===== src/design/cdb_pkg.sv =====
// Shared types and constants for the circular deque buffer unit.
// No dependencies.
`default_nettype none
package cdb_pkg;

    localparam int CDB_CAPACITY = 16;
    localparam int DATA_W       = 32;

    // Operation codes
    localparam logic [1:0] FN_PUSH_BACK  = 2'd0;
    localparam logic [1:0] FN_PUSH_FRONT = 2'd1;
    localparam logic [1:0] FN_POP_FRONT  = 2'd2;
    localparam logic [1:0] FN_POP_BACK   = 2'd3;

    // Result status codes
    localparam logic [1:0] ST_OK        = 2'd0;
    localparam logic [1:0] ST_OVERFLOW  = 2'd1;
    localparam logic [1:0] ST_UNDERFLOW = 2'd2;

    // Controller to datapath commands
    typedef struct packed {
        logic exec;   // run the accepted operation this cycle
        logic show;   // result transfer cycle
    } cdb_cmd_t;

endpackage
`default_nettype wire


===== src/design/circular_deque_buffer_unit.sv =====
// Circular deque buffer unit: push/pop at either end of a CAPACITY-entry ring.
// The result strobe (done) comes in the cycle right after the start transfer.
// A new operation is not accepted while a result is pending: busy is high in
// the result cycle, which the entry memory's registered read port sets.
// Results cannot be stalled: done marks each result for exactly one cycle.
// Reset (rst_n low, async): deque empty, head and tail at zero, no result pending.
// Depends on cdb_pkg, cdb_ctrl, cdb_dpath.
`default_nettype none
module circular_deque_buffer_unit #(
    parameter int CAPACITY = cdb_pkg::CDB_CAPACITY
) (
    input  wire logic                              clk,
    input  wire logic                              rst_n,
    // command side: a transfer happens when start is high and busy is low
    input  wire logic                              start,
    output logic                                   busy,
    input  wire logic [1:0]                        func,
    input  wire logic signed [cdb_pkg::DATA_W-1:0] push_value,
    // result side: one transfer per command, strobed by done
    output logic                                   done,
    output logic [1:0]                             status,
    output logic                                   pop_valid,
    output logic signed [cdb_pkg::DATA_W-1:0]      popped_value
);

    // Command bundle from the sequencer: exec in the transfer cycle,
    // show in the result cycle.
    cdb_pkg::cdb_cmd_t cmd;

    // Sequencer: idle -> respond -> idle. The datapath executes the whole
    // operation (index update, memory write or read) at the start transfer.
    cdb_ctrl u_ctrl (
        .clk   (clk),
        .rst_n (rst_n),
        .start (start),
        .busy  (busy),
        .done  (done),
        .cmd   (cmd)
    );

    // Datapath: head/tail indices, empty flag, entry memory with one write
    // and one registered read port, and the result registers. A pop reads
    // the memory at the transfer edge; the data is presented on done.
    cdb_dpath #(
        .CAPACITY (CAPACITY)
    ) u_dpath (
        .clk          (clk),
        .rst_n        (rst_n),
        .cmd          (cmd),
        .func         (func),
        .push_value   (push_value),
        .status       (status),
        .pop_valid    (pop_valid),
        .popped_value (popped_value)
    );

endmodule
`default_nettype wire


===== src/design/cdb_ctrl.sv =====
// Controller of the circular deque buffer: two-state sequencer.
// Depends on cdb_pkg.
`default_nettype none
module cdb_ctrl (
    input  wire logic             clk,
    input  wire logic             rst_n,
    input  wire logic             start,
    output logic                  busy,
    output logic                  done,
    output cdb_pkg::cdb_cmd_t     cmd
);

    localparam logic S_IDLE = 1'b0;
    localparam logic S_RESP = 1'b1;

    logic state_reg;
    logic state_next;

    always_comb
    begin
        state_next = state_reg;
        unique case (state_reg)
            S_IDLE:
            begin
                if (start)
                begin
                    state_next = S_RESP;
                end
            end
            S_RESP:
            begin
                state_next = S_IDLE;
            end
            default:
            begin
                state_next = S_IDLE;
            end
        endcase
    end

    always_ff @(posedge clk or negedge rst_n)
    begin
        if (!rst_n)
        begin
            state_reg <= S_IDLE;
        end
        else
        begin
            state_reg <= state_next;
        end
    end

    assign busy     = (state_reg != S_IDLE);
    assign done     = (state_reg == S_RESP);
    assign cmd.exec = start && (state_reg == S_IDLE);
    assign cmd.show = (state_reg == S_RESP);

endmodule
`default_nettype wire


===== src/design/cdb_dpath.sv =====
// Datapath of the circular deque buffer: indices, entry memory, result registers.
// Depends on cdb_pkg.
`default_nettype none
module cdb_dpath #(
    parameter int CAPACITY = cdb_pkg::CDB_CAPACITY
) (
    input  wire logic                              clk,
    input  wire logic                              rst_n,
    input  wire cdb_pkg::cdb_cmd_t                 cmd,
    input  wire logic [1:0]                        func,
    input  wire logic signed [cdb_pkg::DATA_W-1:0] push_value,
    output logic [1:0]                             status,
    output logic                                   pop_valid,
    output logic signed [cdb_pkg::DATA_W-1:0]      popped_value
);

    localparam int IDX_W = $clog2(CAPACITY);
    localparam logic [IDX_W-1:0] IDX_LAST = IDX_W'(CAPACITY - 1);

    logic [cdb_pkg::DATA_W-1:0] mem [CAPACITY];
    logic [cdb_pkg::DATA_W-1:0] rd_data_reg;

    logic [IDX_W-1:0] head_reg, head_next;
    logic [IDX_W-1:0] tail_reg, tail_next;
    logic             empty_reg, empty_next;
    logic [1:0]       status_reg, status_next;
    logic             pop_valid_reg, pop_valid_next;

    logic             wr_en, rd_en;
    logic [IDX_W-1:0] wr_addr, rd_addr;
    logic [IDX_W-1:0] tail_inc, tail_dec, head_inc, head_dec;
    logic             full;

    assign tail_inc = (tail_reg == IDX_LAST) ? '0 : tail_reg + 1'b1;
    assign tail_dec = (tail_reg == '0) ? IDX_LAST : tail_reg - 1'b1;
    assign head_inc = (head_reg == IDX_LAST) ? '0 : head_reg + 1'b1;
    assign head_dec = (head_reg == '0) ? IDX_LAST : head_reg - 1'b1;
    assign full     = !empty_reg && (tail_inc == head_reg);

    always_comb
    begin
        head_next      = head_reg;
        tail_next      = tail_reg;
        empty_next     = empty_reg;
        status_next    = status_reg;
        pop_valid_next = pop_valid_reg;
        wr_en          = 1'b0;
        wr_addr        = '0;
        rd_en          = 1'b0;
        rd_addr        = head_reg;
        if (cmd.exec)
        begin
            status_next    = cdb_pkg::ST_OK;
            pop_valid_next = 1'b0;
            if (func == cdb_pkg::FN_PUSH_BACK || func == cdb_pkg::FN_PUSH_FRONT)
            begin
                if (full)
                begin
                    status_next = cdb_pkg::ST_OVERFLOW;
                end
                else if (empty_reg)
                begin
                    // first element always lands in slot zero
                    head_next  = '0;
                    tail_next  = '0;
                    empty_next = 1'b0;
                    wr_en      = 1'b1;
                    wr_addr    = '0;
                end
                else if (func == cdb_pkg::FN_PUSH_BACK)
                begin
                    tail_next = tail_inc;
                    wr_en     = 1'b1;
                    wr_addr   = tail_inc;
                end
                else
                begin
                    head_next = head_dec;
                    wr_en     = 1'b1;
                    wr_addr   = head_dec;
                end
            end
            else
            begin
                if (empty_reg)
                begin
                    status_next = cdb_pkg::ST_UNDERFLOW;
                end
                else
                begin
                    pop_valid_next = 1'b1;
                    rd_en          = 1'b1;
                    rd_addr        = (func == cdb_pkg::FN_POP_FRONT) ? head_reg : tail_reg;
                    if (head_reg == tail_reg)
                    begin
                        // last element leaves: back to the reset picture
                        empty_next = 1'b1;
                        head_next  = '0;
                        tail_next  = '0;
                    end
                    else if (func == cdb_pkg::FN_POP_FRONT)
                    begin
                        head_next = head_inc;
                    end
                    else
                    begin
                        tail_next = tail_dec;
                    end
                end
            end
        end
    end

    always_ff @(posedge clk or negedge rst_n)
    begin
        if (!rst_n)
        begin
            head_reg      <= '0;
            tail_reg      <= '0;
            empty_reg     <= 1'b1;
            status_reg    <= cdb_pkg::ST_OK;
            pop_valid_reg <= 1'b0;
        end
        else
        begin
            head_reg      <= head_next;
            tail_reg      <= tail_next;
            empty_reg     <= empty_next;
            status_reg    <= status_next;
            pop_valid_reg <= pop_valid_next;
        end
    end

    always_ff @(posedge clk)
    begin
        if (wr_en)
        begin
            mem[wr_addr] <= push_value;
        end
    end

    always_ff @(posedge clk)
    begin
        if (rd_en)
        begin
            rd_data_reg <= mem[rd_addr];
        end
    end

    assign status       = status_reg;
    assign pop_valid    = pop_valid_reg && cmd.show;
    assign popped_value = (pop_valid_reg && cmd.show) ? $signed(rd_data_reg) : '0;

endmodule
`default_nettype wire


===== config.mk =====
export PLATFORM = sky130hd
export DESIGN_NAME = circular_deque_buffer_unit
export DESIGN_NICKNAME = d
export VERILOG_FILES = /design/src/design/cdb_pkg.sv /design/src/design/circular_deque_buffer_unit.sv /design/src/design/cdb_ctrl.sv /design/src/design/cdb_dpath.sv
export SDC_FILE = /design/constraint.sdc
export NUM_CORES = 1
export LEC_CHECK = 0
export BUFFER_PORTS_ARGS = -buffer_cell sky130_fd_sc_hd__buf_2
export CAP_MARGIN = 0
export CORE_MARGIN = 2
export CORE_UTILIZATION = 50
export DETAILED_ROUTE_END_ITERATION = 7
export PLACE_DENSITY = 0.66
export SKIP_LAST_GASP = 1
export SLEW_MARGIN = 20
export SYNTH_ARGS = -nofsm -noshare
export SYNTH_HDL_FRONTEND = slang
export SYNTH_HIERARCHICAL = 1
export SYNTH_SLANG_ARGS = --single-unit

===== constraint.sdc =====
create_clock -name clk -period 6.8 [get_ports clk]
set_input_delay 1.36 -clock clk [delete_from_list [all_inputs] [get_ports clk]]
set_output_delay 1.36 -clock clk [all_outputs]
set_load 0.005 [all_outputs]

==> results of run 1 <==
==> how the worst min path moves through the flow <==
stage | slack, ns | cells after the start | from | to
finish | 0.49 | 2 | u_dpath/status[0]$_DFFE_PN0P_ | u_dpath/status[0]$_DFFE_PN0P_
global route | 0.54 | 2 | u_dpath/status[0]$_DFFE_PN0P_ | u_dpath/status[0]$_DFFE_PN0P_
CTS | 0.50 | 2 | u_dpath/status[0]$_DFFE_PN0P_ | u_dpath/status[0]$_DFFE_PN0P_
detailed placement | 0.48 | 2 | u_dpath/status[0]$_DFFE_PN0P_ | u_dpath/status[0]$_DFFE_PN0P_
global placement | 0.47 | 2 | u_dpath/status[0]$_DFFE_PN0P_ | u_dpath/status[0]$_DFFE_PN0P_
floorplan | 0.48 | 2 | u_dpath/status[0]$_DFFE_PN0P_ | u_dpath/status[0]$_DFFE_PN0P_
==> critical path: stages <==
cell and delay (ns):
buf_2 0.25, nand4b_1 0.72, mux2i_4 0.49, buf_12 0.24, nor2_1 0.55, a32oi_1 0.12
and3_1 0.24, or4_1 0.52
==> cells by family (layout without fill, tap and decap cells) <==
| kind of cell | count (synthesis) | count (layout) | synth area share [%] |
|---|---|---|---|
| AOI/OAI and AO/OA | 167 | 167 | 5.08 |
| xor gates and xnor gates | 9 | 9 | 0.356 |
| adders and majority gates | 4 | 4 | 0.226 |
| buffers and inverters | 110 | 217 | 2.26 |
| DFF | 557 | 557 | 75.2 |
| muxes | 79 | 79 | 3.64 |
| other | 0 | 2 | 0 |
| and+or+nand+nor | 662 | 662 | 13.2 |
==> area by class of cell <==
type / count / area, sq um / area share, %
Antenna cell: 2 / 5.00 / 0.0201
Clock buffer: 69 / 1470 / 5.90
Clock inverter: 30 / 229 / 0.917
Inverter: 10 / 37.5 / 0.150
Multi-Input combinational cell: 921 / 5170 / 20.7
Sequential cell: 557 / 16700 / 66.8
Tap cell: 592 / 741 / 2.97
Timing Repair Buffer: 108 / 641 / 2.57
==> per-layer routing <==
layer / vias to the layer above / wire length (microns) / part of all wire, % / track usage (%)
met1: 6773 / 23200 / 44 / 32.5
met3: 74 / 3320 / 6.3 / 3.59
met2: 467 / 25000 / 48 / 36.9
met5: - / 0 / 0 / 0
met4: 0 / 1120 / 2.1 / 6.67
li1: 6066 / - / - / -
==> layout by cell type, fill, tap and decap left out, types with 4 or more instances in the layout <==
master	Yosys	layout
nand3_1	131	131
clkinv_2	0	14
or4_1	12	12
clkbuf_1	54	12
mux2i_1	73	70
clkinv_1	0	11
clkbuf_16	0	57
buf_4	10	34
dfrtp_1	12	12
a32oi_1	44	44
buf_2	28	73
ha_1	4	4
nand4_1	28	28
a31oi_1	24	24
o31ai_1	5	5
a21oi_1	54	54
nand2_1	399	399
xnor2_1	7	7
inv_1	10	10
and3_1	44	44
or2_2	4	4
o22ai_1	11	11
edfxtp_1	544	544
o21ai_0	10	10
nor2_1	33	14
nor2_4	1	20
==> where the power goes <==
| part | internal, mW | leakage [nW] | total [mW] | switching [mW] |
|---|---|---|---|---|
| logic | 0.909 | 2.84 | 2.83 | 1.92 |
| clock network | 1.64 | 0.841 | 2.88 | 1.24 |
| registers | 4.07 | 5.06 | 4.22 | 0.145 |
| total | 6.62 | 8.74 | 9.92 | 3.30 |
==> metrics by stage <==
| stage | area [sq um] | worst slack [ns] |
|---|---|---|
| global placement | 23300 | 1.90 |
| detailed placement | 23300 | 1.78 |
| global route | 25000 | 2.18 |
| CTS | 25000 | 2.41 |
| floorplan | 22100 | 2.39 |
| finish | 25000 | 2.30 |
==> metrics.txt, run 1 <==
run status=finished, final reports clean; largest net degree at the start of global routing=~180; cell count of the worst reg-to-reg path=9; GPL Wtd Cong=approximately 0.84; WP data required=approximately 7.1 ns; R2R Setup Slk=about 2.5 ns; Largest register FFs=about 510; R2R Path Start=u_ctrl/busy$_DFF_PN0_; TritonRoute pass-1 iters=5; DIE HEIGHT=approximately 210 microns; via density per instance=between 5 and 6; biggest area contributors in the synthesized netlist=edfxtp_1, nand2_1, mux2i_1; count of flip-flops with a built-in enable after synthesis=544; average cell area after synthesis=13.9 sq um; distinct cell type count of the synthesized netlist=50; DIE WIDTH=roughly 210 microns; sequential element share of the synthesized area=between 70% and 80%; final HPWL from detailed placement=28900 microns; setup violators final=0; TNS Setup=0 ns; net count of the mapped netlist=1629; vias in the first global route=roughly 13000; share of flip-flops with an asynchronous set or reset after synthesis=~2.3%; post-route minimum period=4.50 ns; Pwr per Cell Area=roughly 400 nW/um^2; period utilisation layout=roughly two thirds; CP max FO=~180; remaining routing DRC violations=0; Tot Pwr=roughly 9.9 mW; number of buffer cells added on primary ports=73; critical path launch point type=primary input; unrepaired setup endpoints after global routing=false; endpoint kind of the worst setup timing path=flip-flop; tightest hold margin=a little under 0.5 ns; full die area=about 46000 sq um; count of mapped cells out of synthesis=around 1600; number of placed I/O pins=74; count of non-filler cells in the finished layout=between 2000 and 2500; share of final-layout standard cells stronger than drive strength 1=13.1%; max frequency=~0.22 GHz; WP data arrival=a little under 5 ns; GRT Resource Usage Total=about 23%; net count of the finished layout=between 1500 and 2000; CTS Hold Buffers Added=0; crit path capture=u_dpath/rd_data_reg[16]$_DFFE_PP_; number of gates given a new drive strength after cts=0; fillers=approximately 3500; Synth Cell Area=22100 sq um; count of endpoints failing hold in the final timing report=0; clock edge transition at the registers on the reported setup and hold paths=0.06 ns; number of synthesized register bits=557; depth of the CTS H-tree=2; number of antenna violations at the first check in global routing=2; # rows=77; number of violations reported at the end of detailed-routing iteration 0=about 1300; first-pass GRT wire length=a little under 80000 microns; commonest register cell after synthesis=edfxtp_1; max-slew violations=0; critical path class=in -> reg; top cells by instance count after synthesis=edfxtp_1, nand2_1, nand3_1; proportion of netlist area held by the largest area contributor=73.8%; vias=approximately 13000; final routed wire length divided by cell count=about 23 microns; type of the worst min-delay path=reg -> reg; maximum ir drop on the vdd rail=about 0.00026 V; gr ovfl total=0; synth warn=6; area added between synthesis and finish=12.7%; Core Area=43900 sq um; post-route clock skew=0.0181 ns; launch point of the critical path=func[1]; TritonCTS Buffers=55; # placed instances=2188; Total Wirelength=roughly 53000 microns; # Post-CTS Setup Buffers=0; buffer cell driving the clock tree root=clkbuf_16; number of clock sinks=roughly 560; max-cap violations=0; leading cell type by number of instances after synthesis=edfxtp_1; TritonCTS clock tree=built; initial core utilization=50.4%; remaining antenna violation count after routing=0; worst slew pin tran=1.19 ns; clk_lat worst skew=0.62 ns; core utilization of the finished layout=about 57%; CTS Buffer Depth=3; LEAKAGE=between 8 and 9 nW; cell accounting for the most synthesized area=edfxtp_1; worst slew margin relative to its limit=about a fifth; capturing point of the worst reg2reg path=u_dpath/rd_data_reg[16]$_DFFE_PP_
No activity file was read; power rests on OpenSTA's default activity.
==> run 2: changes to the inputs <==
Clock period 6.8 ns to 4.5 ns, I/O delays scaled along.
==> metrics.txt, run 2 (synthesized netlist as in run 1, its figures left out) <==
core utilization of the finished layout=57.5% (was 56.8%); period utilisation layout=79.4%; worst setup slack after layout=0.925 ns (was 2.30 ns); CTS Hold Buffers Added=0 (unchanged); final routed wire length divided by cell count=22.3 microns (was 23.0 microns); via density per instance=5.76 (was 5.85); depth of the CTS H-tree=2 (unchanged); TritonRoute pass-1 iters=5 (unchanged); number of clock sinks=557 (unchanged); # placed instances=2193 (was 2188); max-cap violations=0 (unchanged); Total Wirelength=51200 microns (was 52700 microns); Core Area=43900 sq um (unchanged); DIE HEIGHT=214 microns (unchanged); count of non-filler cells in the finished layout=2298 (was 2289); setup violators final=0 (unchanged); remaining antenna violation count after routing=0 (unchanged); # rows=77 (unchanged); worst slew margin relative to its limit=29.7% (was 20.6%); CP max FO=21 (was 181); post-route minimum period=~3.6 ns; remaining routing DRC violations=0 (unchanged); share of final-layout standard cells stronger than drive strength 1=13.5% (was 13.1%); critical path class=reg -> reg (was in -> reg); number of antenna violations at the first check in global routing=2 (unchanged); net count of the finished layout=1700 (was 1694); WP data required=4.79 ns (was 7.14 ns); DIE WIDTH=214 microns (unchanged); TritonCTS Buffers=56 (was 55); number of placed I/O pins=74 (unchanged); post-route clock skew=0.0205 ns (was 0.0181 ns); most frequent cells in the layout=edfxtp_1, nand2_1, nand3_1, buf_2, mux2i_1 (unchanged); GRT Resource Usage Total=22.3% (was 22.9%); unrepaired setup endpoints after global routing=false (unchanged); fillers=3440 (was 3522); number of violations reported at the end of detailed-routing iteration 0=1176 (was 1280); vias=13243 (was 13380); WP data arrival=3.86 ns (was 4.84 ns); CTS Buffer Depth=3 (unchanged); leading cell type in the layout, fill and taps excluded=edfxtp_1 (unchanged); tightest hold margin=0.196 ns (was 0.492 ns); critical path launch point type=flip-flop (was primary input); maximum ir drop on the vdd rail=0.000377 V (was 0.000261 V); type of the worst min-delay path=in -> async (was reg -> reg); count of endpoints failing hold in the final timing report=0 (unchanged); vias in the first global route=12748 (was 12938); clk_lat worst skew=0.60 ns (was 0.62 ns); Switching Power=5.04 mW (was 3.30 mW); final HPWL from detailed placement=28400 microns (was 28900 microns); full die area=46000 sq um (unchanged); DP Worst Slack=0.779 ns (was 1.78 ns); largest net degree at the start of global routing=93 (was 182); # Post-CTS Setup Buffers=0 (unchanged); clock edge transition at the registers on the reported setup and hold paths=0.06 ns (about the same); number of gates given a new drive strength after cts=0 (unchanged); max-slew violations=0 (unchanged); sw frac=33.0% (was 33.3%); buffer cell driving the clock tree root=clkbuf_16 (unchanged); GPL Wtd Cong=0.866 (was 0.842); TritonCTS clock tree=built (unchanged); number of buffer cells added on primary ports=73 (unchanged); TNS Setup=0 ns (unchanged); internal power component=10.2 mW (was 6.62 mW); initial core utilization=50.4% (unchanged); endpoint kind of the worst setup timing path=flip-flop (unchanged); register share of total power=41.7% (was 42.5%); gr ovfl total=0 (unchanged); max frequency=approximately 0.28 GHz; run status=finished, final reports clean (unchanged); Largest register FFs=512 (unchanged); fraction of power consumed by the clock network=29.8% (was 29.0%); first-pass GRT wire length=78300 microns (was 79600 microns); LEAKAGE=8.85 nW (was 8.74 nW); Comb power frac=28.5% (about the same); worst slew pin tran=1.03 ns (was 1.19 ns); area added between synthesis and finish=14.0% (was 12.7%); Pwr per Cell Area=605 nW/um^2 (was 398 nW/um^2)
[run 2: cell types whose count changed in the layout (fill, tap and decap cells not counted)]
cell,before,now
buf_12,1,13
buf_4,34,27
bufinv_16,3,6
clkinv_1,11,12
clkinv_2,14,15
diode_2,2,1
[run 2: per-stage QoR]
stage,total power [mW],instance area [sq um]
after global routing,16.0,25200
after global placement,10.7,23400
after floorplan,9.39,22100
after CTS,15.4,25200
after detailed placement,10.8,23400
final,15.3,25200
[run 2: critical path, stage by stage (launching register included)]
cell and delay, ns:
dfrtp_1 0.51, ha_1 0.33, a21o_1 0.18, a31oi_1 0.30, xor2_1 0.20, or4_1 0.32
nand4_1 0.47, nor2_4 0.64, buf_12 0.29
[run 2: routing by layer]
| layer | GRT usage [%] | share of wire [%] | vias up | routed length (microns) |
|---|---|---|---|---|
| li1 | - | - | 6090 | - |
| met1 | 31.2 | 43 | 6631 | 22200 |
| met2 | 36.4 | 48 | 430 | 24600 |
| met3 | 3.60 | 6.1 | 92 | 3110 |
| met4 | 6.69 | 2.5 | 0 | 1290 |
| met5 | 0 | 0 | - | 0 |
[run 2: cell type report]
type | instances | area (sq um) | area share, %
diodes | 1 | 2.50 | 0.00991
flip-flops and latches | 557 | 16700 | 66.0
multi-input cells | 921 | 5170 | 20.5
repair buffers | 113 | 828 | 3.28
inverters | 10 | 37.5 | 0.149
well taps | 592 | 741 | 2.93
clock inverters | 35 | 328 | 1.30
clock buffers | 69 | 1470 | 5.83
[run 2: worst paths after layout]
path                                                 startpoint                         endpoint  cells after the start  slack (ns)
worst max-delay path            u_dpath/tail_reg[0]$_DFFE_PN0P_     u_dpath/mem[14][3]$_DFFE_PP_                      8        0.93
worst min-delay path                                      rst_n  u_dpath/tail_reg[3]$_DFFE_PN0P_                      1        0.20
worst max register to register  u_dpath/tail_reg[0]$_DFFE_PN0P_     u_dpath/mem[14][3]$_DFFE_PP_                      8        0.93
worst min register to register            u_ctrl/busy$_DFF_PN0_            u_ctrl/busy$_DFF_PN0_                      1        0.49
max in group asynchronous                                 rst_n    u_dpath/empty_reg$_DFFE_PN1P_                      1        4.02
min in group clk                          u_ctrl/busy$_DFF_PN0_            u_ctrl/busy$_DFF_PN0_                      1        0.49
[run 2: power groups by stage]
stage / registers [mW] / logic (mW) / clock network, mW
2_1_floorplan: 6.34 / 3.05 / 0
3_3_place_gp: 6.46 / 4.28 / 0
3_5_place_dp: 6.46 / 4.34 / 0
4_1_cts: 6.36 / 4.37 / 4.63
5_1_grt: 6.39 / 4.78 / 4.83
6_report: 6.36 / 4.35 / 4.56
